[src/sv/page_extent_first_fit_allocator_assert.svh]
// Assertion macros for the page extent allocator.
// No dependencies; taken in by the files that assert.
`ifndef PAGE_EXTENT_FIRST_FIT_ALLOCATOR_ASSERT_SVH
`define PAGE_EXTENT_FIRST_FIT_ALLOCATOR_ASSERT_SVH
`ifndef SYNTHESIS
`define PEF_ASSERT(label, clk, rst_n, prop) \
  label: assert property (@(posedge clk) disable iff (!rst_n) prop) \
    else $error("pef assertion failed");
`define PEF_ASSERT_IMPLIES(label, clk, rst_n, ante, cons) \
  label: assert property (@(posedge clk) disable iff (!rst_n) (ante) |-> (cons)) \
    else $error("pef implication failed");
`else
`define PEF_ASSERT(label, clk, rst_n, prop)
`define PEF_ASSERT_IMPLIES(label, clk, rst_n, ante, cons)
`endif
`endif

[src/sv/pef_pkg.sv]
// Shared types and constants of the page extent allocator.
// No dependencies.
package pef_pkg;

  localparam int unsigned TABLE_ENTRIES_DEF = 64;

  localparam int unsigned FUNC_W   = 2;
  localparam int unsigned COUNT_W  = 21;
  localparam int unsigned PAGE_W   = 20;
  localparam int unsigned LPAGE_W  = 8;
  localparam int unsigned STATUS_W = 2;
  localparam int unsigned KB_W     = 22;
  localparam int unsigned KB_SHIFT = KB_W - PAGE_W;

  localparam logic [PAGE_W-1:0]  HIGH_SIZE_MAX = '1;
  localparam logic [LPAGE_W-1:0] LOW_SIZE_MAX  = '1;
  localparam logic [KB_W-1:0]    KB_MAX        = '1;

  typedef enum logic [FUNC_W-1:0] {
    FN_ALLOC_HIGH = 2'd0,
    FN_ALLOC_LOW  = 2'd1,
    FN_ADD_HIGH   = 2'd2,
    FN_ADD_LOW    = 2'd3
  } func_e;

  typedef enum logic [STATUS_W-1:0] {
    ST_OK    = 2'd0,
    ST_NOFIT = 2'd1,
    ST_FULL  = 2'd2
  } status_e;

  typedef struct packed {
    logic              add;
    logic              sub;
    logic [PAGE_W-1:0] amount;
  } free_upd_t;

  typedef struct packed {
    status_e           status;
    logic [PAGE_W-1:0] start_page;
  } result_t;

endpackage

[src/sv/pef_if.sv]
// Request and response channel interfaces of the page extent allocator.
// Depends on pef_pkg.
interface pef_in_if;
  import pef_pkg::*;
  logic                valid;
  logic                ready;
  logic [FUNC_W-1:0]   func;
  logic [COUNT_W-1:0]  page_count;
  logic [PAGE_W-1:0]   page_number;
  modport source (output valid, output func, output page_count, output page_number,
                  input ready);
  modport sink (input valid, input func, input page_count, input page_number,
                output ready);
endinterface

interface pef_out_if;
  import pef_pkg::*;
  logic                valid;
  logic                ready;
  logic [STATUS_W-1:0] status;
  logic [PAGE_W-1:0]   start_page;
  logic [KB_W-1:0]     free_kb;
  modport source (output valid, output status, output start_page, output free_kb,
                  input ready);
  modport sink (input valid, input status, input start_page, input free_kb,
                output ready);
endinterface

[src/sv/pef_engine.sv]
// Extent tables and the first-fit search sequencer.
// Depends on pef_pkg; holds both pool memories.
module pef_engine #(
  parameter int unsigned TABLE_ENTRIES = pef_pkg::TABLE_ENTRIES_DEF,
  localparam int unsigned AW = $clog2(TABLE_ENTRIES),
  localparam int unsigned CW = $clog2(TABLE_ENTRIES + 1)
) (
  input  logic                              clk_i,
  input  logic                              rst_ni,
  input  logic                              start_i,
  input  pef_pkg::func_e                    func_i,
  input  logic [pef_pkg::COUNT_W-1:0]       count_i,
  input  logic [pef_pkg::PAGE_W-1:0]        page_i,
  output logic                              ready_o,
  output logic                              res_valid_o,
  input  logic                              res_ready_i,
  output pef_pkg::result_t                  res_o,
  output pef_pkg::free_upd_t                upd_o,
  output logic [CW-1:0]                     high_used_o,
  output logic [CW-1:0]                     low_used_o
);
  import pef_pkg::*;

  typedef enum logic [2:0] {
    S_IDLE = 3'b001,
    S_SCAN = 3'b010,
    S_DONE = 3'b100
  } state_e;

  state_e              state_q, state_d;
  logic [CW-1:0]       high_used_q, high_used_d;
  logic [CW-1:0]       low_used_q, low_used_d;
  logic                pool_q, pool_d;
  logic [COUNT_W-1:0]  count_q, count_d;
  logic [AW-1:0]       addr_q, addr_d;
  result_t             res_q, res_d;

  logic [2*PAGE_W-1:0]  hi_mem [TABLE_ENTRIES];
  logic [2*LPAGE_W-1:0] lo_mem [TABLE_ENTRIES];
  logic [2*PAGE_W-1:0]  hi_rdata_q;
  logic [2*LPAGE_W-1:0] lo_rdata_q;

  logic                 rd_en, hi_we, lo_we;
  logic [AW-1:0]        rd_addr, wr_addr;
  logic [2*PAGE_W-1:0]  hi_wdata;
  logic [2*LPAGE_W-1:0] lo_wdata;

  logic [PAGE_W-1:0]    sel_start, sel_size, hi_new_start, new_size;
  logic [LPAGE_W-1:0]   lo_new_start, lo_sat;
  logic [PAGE_W-1:0]    hi_sat;
  logic [CW-1:0]        used_sel, used_in;
  logic                 fit, last;

  always_ff @(posedge clk_i) begin
    if (hi_we) hi_mem[wr_addr] <= hi_wdata;
    if (rd_en) hi_rdata_q <= hi_mem[rd_addr];
  end

  always_ff @(posedge clk_i) begin
    if (lo_we) lo_mem[wr_addr] <= lo_wdata;
    if (rd_en) lo_rdata_q <= lo_mem[rd_addr];
  end

  always_comb begin
    if (pool_q) begin
      sel_start = PAGE_W'(lo_rdata_q[2*LPAGE_W-1:LPAGE_W]);
      sel_size  = PAGE_W'(lo_rdata_q[LPAGE_W-1:0]);
      used_sel  = low_used_q;
    end else begin
      sel_start = hi_rdata_q[2*PAGE_W-1:PAGE_W];
      sel_size  = hi_rdata_q[PAGE_W-1:0];
      used_sel  = high_used_q;
    end
    fit          = {1'b0, sel_size} >= count_q;
    new_size     = sel_size - count_q[PAGE_W-1:0];
    hi_new_start = sel_start + count_q[PAGE_W-1:0];
    lo_new_start = sel_start[LPAGE_W-1:0] + count_q[LPAGE_W-1:0];
    last         = (CW'(addr_q) + CW'(1)) == used_sel;
    hi_sat       = (count_i > COUNT_W'(HIGH_SIZE_MAX)) ? HIGH_SIZE_MAX
                                                       : count_i[PAGE_W-1:0];
    lo_sat       = (count_i > COUNT_W'(LOW_SIZE_MAX)) ? LOW_SIZE_MAX
                                                      : count_i[LPAGE_W-1:0];
    used_in      = (func_i == FN_ALLOC_LOW) ? low_used_q : high_used_q;
  end

  always_comb begin
    state_d     = state_q;
    high_used_d = high_used_q;
    low_used_d  = low_used_q;
    pool_d      = pool_q;
    count_d     = count_q;
    addr_d      = addr_q;
    res_d       = res_q;
    rd_en       = 1'b0;
    rd_addr     = addr_q;
    hi_we       = 1'b0;
    lo_we       = 1'b0;
    wr_addr     = addr_q;
    hi_wdata    = {hi_new_start, new_size};
    lo_wdata    = {lo_new_start, new_size[LPAGE_W-1:0]};
    upd_o       = '0;
    case (state_q)
      S_IDLE: begin
        if (start_i) begin
          count_d = count_i;
          pool_d  = (func_i == FN_ALLOC_LOW) || (func_i == FN_ADD_LOW);
          res_d   = '{status: ST_OK, start_page: '0};
          state_d = S_DONE;
          case (func_i)
            FN_ALLOC_HIGH, FN_ALLOC_LOW: begin
              if (used_in == '0) begin
                res_d.status = ST_NOFIT;
              end else begin
                rd_en   = 1'b1;
                rd_addr = '0;
                addr_d  = '0;
                state_d = S_SCAN;
              end
            end
            FN_ADD_HIGH: begin
              if (high_used_q == CW'(TABLE_ENTRIES)) begin
                res_d.status = ST_FULL;
              end else begin
                hi_we        = 1'b1;
                wr_addr      = high_used_q[AW-1:0];
                hi_wdata     = {page_i, hi_sat};
                high_used_d  = high_used_q + CW'(1);
                upd_o.add    = 1'b1;
                upd_o.amount = hi_sat;
              end
            end
            FN_ADD_LOW: begin
              if (low_used_q == CW'(TABLE_ENTRIES)) begin
                res_d.status = ST_FULL;
              end else begin
                lo_we        = 1'b1;
                wr_addr      = low_used_q[AW-1:0];
                lo_wdata     = {page_i[LPAGE_W-1:0], lo_sat};
                low_used_d   = low_used_q + CW'(1);
                upd_o.add    = 1'b1;
                upd_o.amount = PAGE_W'(lo_sat);
              end
            end
            default: state_d = S_IDLE;
          endcase
        end
      end
      S_SCAN: begin
        if (fit) begin
          hi_we        = !pool_q;
          lo_we        = pool_q;
          upd_o.sub    = 1'b1;
          upd_o.amount = count_q[PAGE_W-1:0];
          res_d        = '{status: ST_OK, start_page: sel_start};
          state_d      = S_DONE;
        end else if (last) begin
          res_d   = '{status: ST_NOFIT, start_page: '0};
          state_d = S_DONE;
        end else begin
          addr_d  = addr_q + AW'(1);
          rd_en   = 1'b1;
          rd_addr = addr_q + AW'(1);
        end
      end
      S_DONE: begin
        if (res_ready_i) state_d = S_IDLE;
      end
      default: state_d = S_IDLE;
    endcase
  end

  always_ff @(posedge clk_i or negedge rst_ni) begin
    if (!rst_ni) begin
      state_q     <= S_IDLE;
      high_used_q <= '0;
      low_used_q  <= '0;
    end else begin
      state_q     <= state_d;
      high_used_q <= high_used_d;
      low_used_q  <= low_used_d;
    end
  end

  always_ff @(posedge clk_i) begin
    pool_q  <= pool_d;
    count_q <= count_d;
    addr_q  <= addr_d;
    res_q   <= res_d;
  end

  assign ready_o     = (state_q == S_IDLE);
  assign res_valid_o = (state_q == S_DONE);
  assign res_o       = res_q;
  assign high_used_o = high_used_q;
  assign low_used_o  = low_used_q;

endmodule

[src/sv/pef_free_acc.sv]
// Running free-page total and its saturating KB figure.
// Depends on pef_pkg.
module pef_free_acc #(
  parameter int unsigned TABLE_ENTRIES = pef_pkg::TABLE_ENTRIES_DEF
) (
  input  logic                       clk_i,
  input  logic                       rst_ni,
  input  pef_pkg::free_upd_t         upd_i,
  output logic [pef_pkg::KB_W-1:0]   free_kb_o
);
  import pef_pkg::*;

  localparam int unsigned SW = $clog2(TABLE_ENTRIES) + PAGE_W + 1;

  logic [SW-1:0] sum_q, sum_d;

  always_comb begin
    sum_d = sum_q;
    if (upd_i.add) sum_d = sum_q + SW'(upd_i.amount);
    if (upd_i.sub) sum_d = sum_q - SW'(upd_i.amount);
  end

  always_ff @(posedge clk_i or negedge rst_ni) begin
    if (!rst_ni) begin
      sum_q <= '0;
    end else begin
      sum_q <= sum_d;
    end
  end

  assign free_kb_o = (|sum_q[SW-1:PAGE_W]) ? KB_MAX
                                           : {sum_q[PAGE_W-1:0], {KB_SHIFT{1'b0}}};

endmodule

[src/sv/page_extent_first_fit_allocator.sv]
// Top level of the first-fit page extent allocator.
// Depends on pef_pkg, pef_if, pef_engine, pef_free_acc and the assertion header.
//
//   channel | dir | payload                          | transfer when
//   req_i   | in  | func, page_count, page_number    | valid & ready
//   rsp_o   | out | status, start_page, free_kb      | valid & ready
//
// An add appends one extent to its table; an allocation examines the extents in order
// (at most TABLE_ENTRIES), one read of the extent memory per cycle, until the first fit.
// Reset clears the fill counts and the free total; the tables need no clearing.
// A waiting response sits in the output register while the next request runs;
// ready falls from acceptance until the result is handed to that register.
`include "page_extent_first_fit_allocator_assert.svh"

module page_extent_first_fit_allocator #(
  parameter int unsigned TABLE_ENTRIES = pef_pkg::TABLE_ENTRIES_DEF
) (
  input  logic        clk_i,
  input  logic        rst_ni,
  pef_in_if.sink      req_i,
  pef_out_if.source   rsp_o
);
  import pef_pkg::*;

  localparam int unsigned CW = $clog2(TABLE_ENTRIES + 1);

  logic                eng_ready, eng_valid, res_ready;
  result_t             eng_res;
  free_upd_t           upd;
  logic [CW-1:0]       high_used, low_used;
  logic [KB_W-1:0]     free_kb;

  logic                out_valid_q;
  logic [STATUS_W-1:0] out_status_q;
  logic [PAGE_W-1:0]   out_start_q;
  logic [KB_W-1:0]     out_kb_q;

  assign res_ready = !out_valid_q || rsp_o.ready;

  pef_engine #(
    .TABLE_ENTRIES (TABLE_ENTRIES)
  ) u_engine (
    .clk_i       (clk_i),
    .rst_ni      (rst_ni),
    .start_i     (req_i.valid && eng_ready),
    .func_i      (func_e'(req_i.func)),
    .count_i     (req_i.page_count),
    .page_i      (req_i.page_number),
    .ready_o     (eng_ready),
    .res_valid_o (eng_valid),
    .res_ready_i (res_ready),
    .res_o       (eng_res),
    .upd_o       (upd),
    .high_used_o (high_used),
    .low_used_o  (low_used)
  );

  pef_free_acc #(
    .TABLE_ENTRIES (TABLE_ENTRIES)
  ) u_free_acc (
    .clk_i     (clk_i),
    .rst_ni    (rst_ni),
    .upd_i     (upd),
    .free_kb_o (free_kb)
  );

  always_ff @(posedge clk_i or negedge rst_ni) begin
    if (!rst_ni) begin
      out_valid_q <= 1'b0;
    end else if (res_ready) begin
      out_valid_q <= eng_valid;
    end
  end

  always_ff @(posedge clk_i) begin
    if (res_ready && eng_valid) begin
      out_status_q <= eng_res.status;
      out_start_q  <= eng_res.start_page;
      out_kb_q     <= free_kb;
    end
  end

  assign req_i.ready      = eng_ready;
  assign rsp_o.valid      = out_valid_q;
  assign rsp_o.status     = out_status_q;
  assign rsp_o.start_page = out_start_q;
  assign rsp_o.free_kb    = out_kb_q;

  `PEF_ASSERT(a_ready_drops, clk_i, rst_ni, (req_i.valid && req_i.ready) |=> !req_i.ready)
  `PEF_ASSERT_IMPLIES(a_fail_zero_start, clk_i, rst_ni, rsp_o.valid && (rsp_o.status != ST_OK), rsp_o.start_page == '0)
  `PEF_ASSERT_IMPLIES(a_used_bound, clk_i, rst_ni, 1'b1, (high_used <= CW'(TABLE_ENTRIES)) && (low_used <= CW'(TABLE_ENTRIES)))

endmodule

[src/flat_wrapper.sv]
// flat-port wrapper written by rule: the top's interface ports become plain ports
module page_extent_first_fit_allocator_flat import pef_pkg::*;
#(
  parameter int unsigned TABLE_ENTRIES = pef_pkg::TABLE_ENTRIES_DEF
)
  (clk_i, rst_ni, req_i_valid, req_i_func, req_i_page_count, req_i_page_number, req_i_ready, rsp_o_valid, rsp_o_status, rsp_o_start_page, rsp_o_free_kb, rsp_o_ready);
  pef_in_if req_i_i ();
  pef_out_if rsp_o_i ();
  input  logic clk_i;
  input  logic rst_ni;
  input wire logic [$bits(req_i_i.valid)-1:0] req_i_valid;
  input wire logic [$bits(req_i_i.func)-1:0] req_i_func;
  input wire logic [$bits(req_i_i.page_count)-1:0] req_i_page_count;
  input wire logic [$bits(req_i_i.page_number)-1:0] req_i_page_number;
  output wire logic [$bits(req_i_i.ready)-1:0] req_i_ready;
  output wire logic [$bits(rsp_o_i.valid)-1:0] rsp_o_valid;
  output wire logic [$bits(rsp_o_i.status)-1:0] rsp_o_status;
  output wire logic [$bits(rsp_o_i.start_page)-1:0] rsp_o_start_page;
  output wire logic [$bits(rsp_o_i.free_kb)-1:0] rsp_o_free_kb;
  input wire logic [$bits(rsp_o_i.ready)-1:0] rsp_o_ready;
  assign req_i_i.valid = req_i_valid;
  assign req_i_i.func = req_i_func;
  assign req_i_i.page_count = req_i_page_count;
  assign req_i_i.page_number = req_i_page_number;
  assign req_i_ready = req_i_i.ready;
  assign rsp_o_valid = rsp_o_i.valid;
  assign rsp_o_status = rsp_o_i.status;
  assign rsp_o_start_page = rsp_o_i.start_page;
  assign rsp_o_free_kb = rsp_o_i.free_kb;
  assign rsp_o_i.ready = rsp_o_ready;
  page_extent_first_fit_allocator #(.TABLE_ENTRIES(TABLE_ENTRIES)) u_core (.clk_i(clk_i), .rst_ni(rst_ni), .req_i(req_i_i), .rsp_o(rsp_o_i));
endmodule
[config.mk]
export PLATFORM = sky130hd
export DESIGN_NAME = page_extent_first_fit_allocator_flat
export DESIGN_NICKNAME = d
export VERILOG_FILES = /design/src/sv/pef_pkg.sv /design/src/sv/pef_if.sv /design/src/sv/pef_engine.sv /design/src/sv/pef_free_acc.sv /design/src/sv/page_extent_first_fit_allocator.sv /design/src/flat_wrapper.sv
export VERILOG_INCLUDE_DIRS = /design/src /design/src/sv
export SDC_FILE = /design/constraint.sdc
export NUM_CORES = 2
export LEC_CHECK = 0
export BUFFER_PORTS_ARGS = -buffer_cell sky130_fd_sc_hd__buf_2
export CAP_MARGIN = 40
export CORE_MARGIN = 2
export CORE_UTILIZATION = 45
export DETAILED_ROUTE_END_ITERATION = 10
export SYNTH_ARGS = -nofsm -noshare
export SYNTH_HDL_FRONTEND = slang
export SYNTH_SLANG_ARGS = --single-unit
[constraint.sdc]
create_clock -name clk_i -period 10.7 [get_ports clk_i]
set_input_delay 0.535 -clock clk_i [delete_from_list [all_inputs] [get_ports clk_i]]
set_output_delay 0.535 -clock clk_i [all_outputs]
set_load 0.05 [all_outputs]
==> impl_metrics.yaml <==
logic_synthesis:
  ys_seq_area_frac: 0.661
  netlist_area_um2: 171000
  ys_seq_elements: 3778
  ys_warn_count: 0
  synth_cell_types: 92
  synth-main-ff-cell: "edfxtp_1"
  syn-instance-count: 13500
  syn_avg_cell_area_um2: 12.7
  synth_edf_count: 3727
  synth-async-reset-ratio: 0.0119
  synth_top_area_cell: "edfxtp_1"
  synth_area_leaders: "edfxtp_1 (65%), o22ai_1 (6.2%), mux2_2 (5.0%), a21oi_1 (4.1%), nand2_1 (3.5%)"
  yosysTopAreaCellShare: 0.654
  synth_nets: 13600
drt:
  highest_layer: "met5"
  viasPerCell: 6.74
  drtPass1Iterations: 8
  dr_wl_met3_mm: 67.1
  wirelength_mm: 591
  dr.first_iter.drc_count: 18300
  via_count: 126000
  wl_met1_mm: 231
  drc: 0
  post_drt_wl_per_cell_um: 31.7
  postRouteAntennaNets: 0
  routed-wl-met2_mm: 264
min_path:
  hold_path_class: "input port to flip-flop"
timing:
  fin_setup_tns_ns: 0
  slew_viol_final: 0
  period_needed_ns: 8.08
  period_share: 0.755
  tightest_slew_ns: 1.23
  worst_slack_ns: 2.62
  maxSlewHeadroom: 0.179
  max_freq_mhz: 124
  whs_ns: 0.112
  finalHoldViolations: 0
  finalClockSkew_ns: 0.0730
  grt_setup_unrepaired: "false"
  setup_viol: 0
final_layout:
  final_area_um2: 192000
  multi_input_area_um2: 53700
  fillers: 31900
  area_growth_syn_to_layout_pct: 12.0
  regArea_um2: 113000
  drive_above_1_share: 0.148
  fin_util: 0.506
  nets: 13400
  instances_no_fill: 18700
clocking:
  cts_setup_buffers: 0
  insertion_delay_ns: 1.01
  cts_tree: "yes"
  cts.path.max_buffers: 4
  cts_num_sinks: 3778
  htreeDepth: 5
  clk_pin_slew_ns: 0.06
  cts_buffers: 404
  clockRootBuffer: "clkbuf_16"
worst_setup_path:
  cpPeakStageDelay_ns: 0.54
  worstPathRequired_ns: 11.56
  worstSetupEndpointType: "flip-flop"
  cpMostUsedCell: "o21ai_0"
  crit_type: "flip-flop to flip-flop"
  worst_setup_path_start_kind: "flip-flop"
  cp.arrival_ns: 8.94
  cp_max_fo: 36
  critPathSlowestCell: "o31ai_1"
floorplan:
  start_util: 0.452
  die_area_um2: 385000
  pin_count: 93
  die-height_um: 621
  core_um2: 379000
  die_w_um: 621
  rows: 226
global_route:
  antenna_found_initial: 52
  grt_pass1_vias: 117000
  grt_max_degree: 191
  gr-usage-all-layers: 0.297
  grt_pass1_wl_mm: 836
  grt-ovfl-total: 0
outcome:
  status: "finished clean"
placed_design:
  place_ws_ns: 2.84
  hpwl_mm: 322
  place_inst: 17900
  portBuffers: 92
  placed_area_um2: 179000
  gp_congestion: 0.921
power_and_ir_drop:
  powerDensity_nw_per_um2: 285
  power_mw: 54.6
  power.leakage_nw: 61.6
  ir_drop_v: 0.000391
flow_run:
  cap_violations: 0
[report_power, final]
| part | switching, mW | internal [mW] |
|---|---|---|
| Clock | 5.91 | 7.65 |
| Combinational | 14.5 | 4.58 |
| Sequential | 0.300 | 21.7 |
| Total | 20.7 | 33.9 |
[state kept, by name, summed over array words and instances (netlist names)]
| name | flops |
|---|---|
| u_core.rsp_o.valid | 1 |
| u_core.u_engine.hi_rdata_q | 40 |
| u_core.u_engine.hi_mem | 2560 |
| u_core.u_engine.pool_q | 1 |
| u_core.u_engine.count_q | 21 |
| u_core.rsp_o.free_kb | 21 |
| u_core.u_engine.res_o | 22 |
| u_core.rsp_o.start_page | 20 |
| u_core.u_engine.low_used_o | 7 |
| u_core.rsp_o.status | 2 |
| u_core.u_engine.addr_q | 6 |
| u_core.u_free_acc.sum_q | 27 |
| u_core.u_engine.lo_rdata_q | 16 |
| u_core.u_engine.state_q | 3 |
| u_core.u_engine.lo_mem | 1024 |
| u_core.u_engine.high_used_o | 7 |
[placed cells by master (no fill, tap or decap), types with 321 or more instances in the layout]
cell,netlist,final
edfxtp_1,3727,3727
o211ai_1,413,413
buf_4,45,321
nand3_1,433,431
clkbuf_16,0,412
nand2_1,1611,1605
o21ai_0,571,545
mux2_2,761,761
a21oi_1,1412,1389
o22ai_1,1689,1689
[kinds of logic (layout without fill, tap and decap cells)]
family | count (synthesis) | in the layout | share of synthesized area
other | 0 | 22 | 0
AOI/OAI and AO/OA | 4802 | 4802 | 0.172
and+or+nand+nor | 2603 | 2603 | 0.0653
adders and majority gates | 74 | 74 | 0.00554
DFF | 3778 | 3778 | 0.661
buffers and inverters | 1242 | 1364 | 0.0314
muxes | 926 | 926 | 0.0608
xor gates and xnor gates | 78 | 78 | 0.00399
[what timing repair did]
action | 4_1_cts | 5_1_grt
hold endpoints to repair | 67 | 0
resized for setup | 0 | 0
hold buffers | 24 | 0
[metal layers]
metal / vias up / GRT usage
met2: 7821 / 0.456
met3: 1360 / 0.0590
met4: 22 / 0.135
met1: 63700 / 0.408
met5: - / 0
li1: 53000 / -
[critical path, delay by kind of cell (launching register included)]
kind | cells | cell delay, ns
AOI/OAI and AO/OA | 19 | 4.27
xor gates and xnor gates | 1 | 0.16
adders and majority gates | 3 | 0.93
buffers and inverters | 3 | 0.95
DFF | 1 | 0.36
muxes | 1 | 0.39
and+or+nand+nor | 4 | 0.83
[Yosys cell counts, drive strengths merged, types with 7 or more instances]
cell,instances
edfxtp,3727
o31a,12
or3,16
and4,12
a31oi,58
nor3,30
o21bai,8
dfrtp,44
o211ai,413
a21o,29
o221ai,45
xnor2,48
xor2,30
mux2i,68
a41oi,198
clkbuf,673
o21a,11
nor2b,42
nor4,18
o31ai,12
and2,25
o22ai,1689
nand4,12
a21oi,1414
a2111oi,10
o21ai,581
buf,492
nand3,434
a22oi,17
ha,71
a211oi,244
nand2,1611
nor2,265
or2,30
nand2b,21
or4,50
mux2,852
o2bb2ai,7
inv,77
and3,17
[final timing paths]
check,startpoint,endpoint,slack (ns),cells after the start
worst max-delay path,u_core.u_engine.pool_q,u_core.u_free_acc.sum_q[25],2.62,31
worst min-delay path,req_i_valid,u_core.u_engine.state_q[0],0.11,3
worst max register to register,u_core.u_engine.pool_q,u_core.u_free_acc.sum_q[25],2.62,31
worst min register to register,u_core.u_engine.res_o[10],u_core.rsp_o.start_page[10],0.42,0
max in group asynchronous,rst_ni,u_core.u_engine.high_used_o[5],10.00,3
min in group asynchronous,rst_ni,u_core.u_free_acc.sum_q[26],0.22,3
[area by class of cell]
cell class                 count  share of cell area
antenna                       22            0.000287
clock buffer                 508              0.0557
clock inverter               225             0.00992
inverter                      77             0.00159
multi-input combinational   8483               0.281
sequential                  3778               0.591
tap                         5016              0.0328
timing repair buffer         554              0.0284
Power figures use the tool's default switching activity.
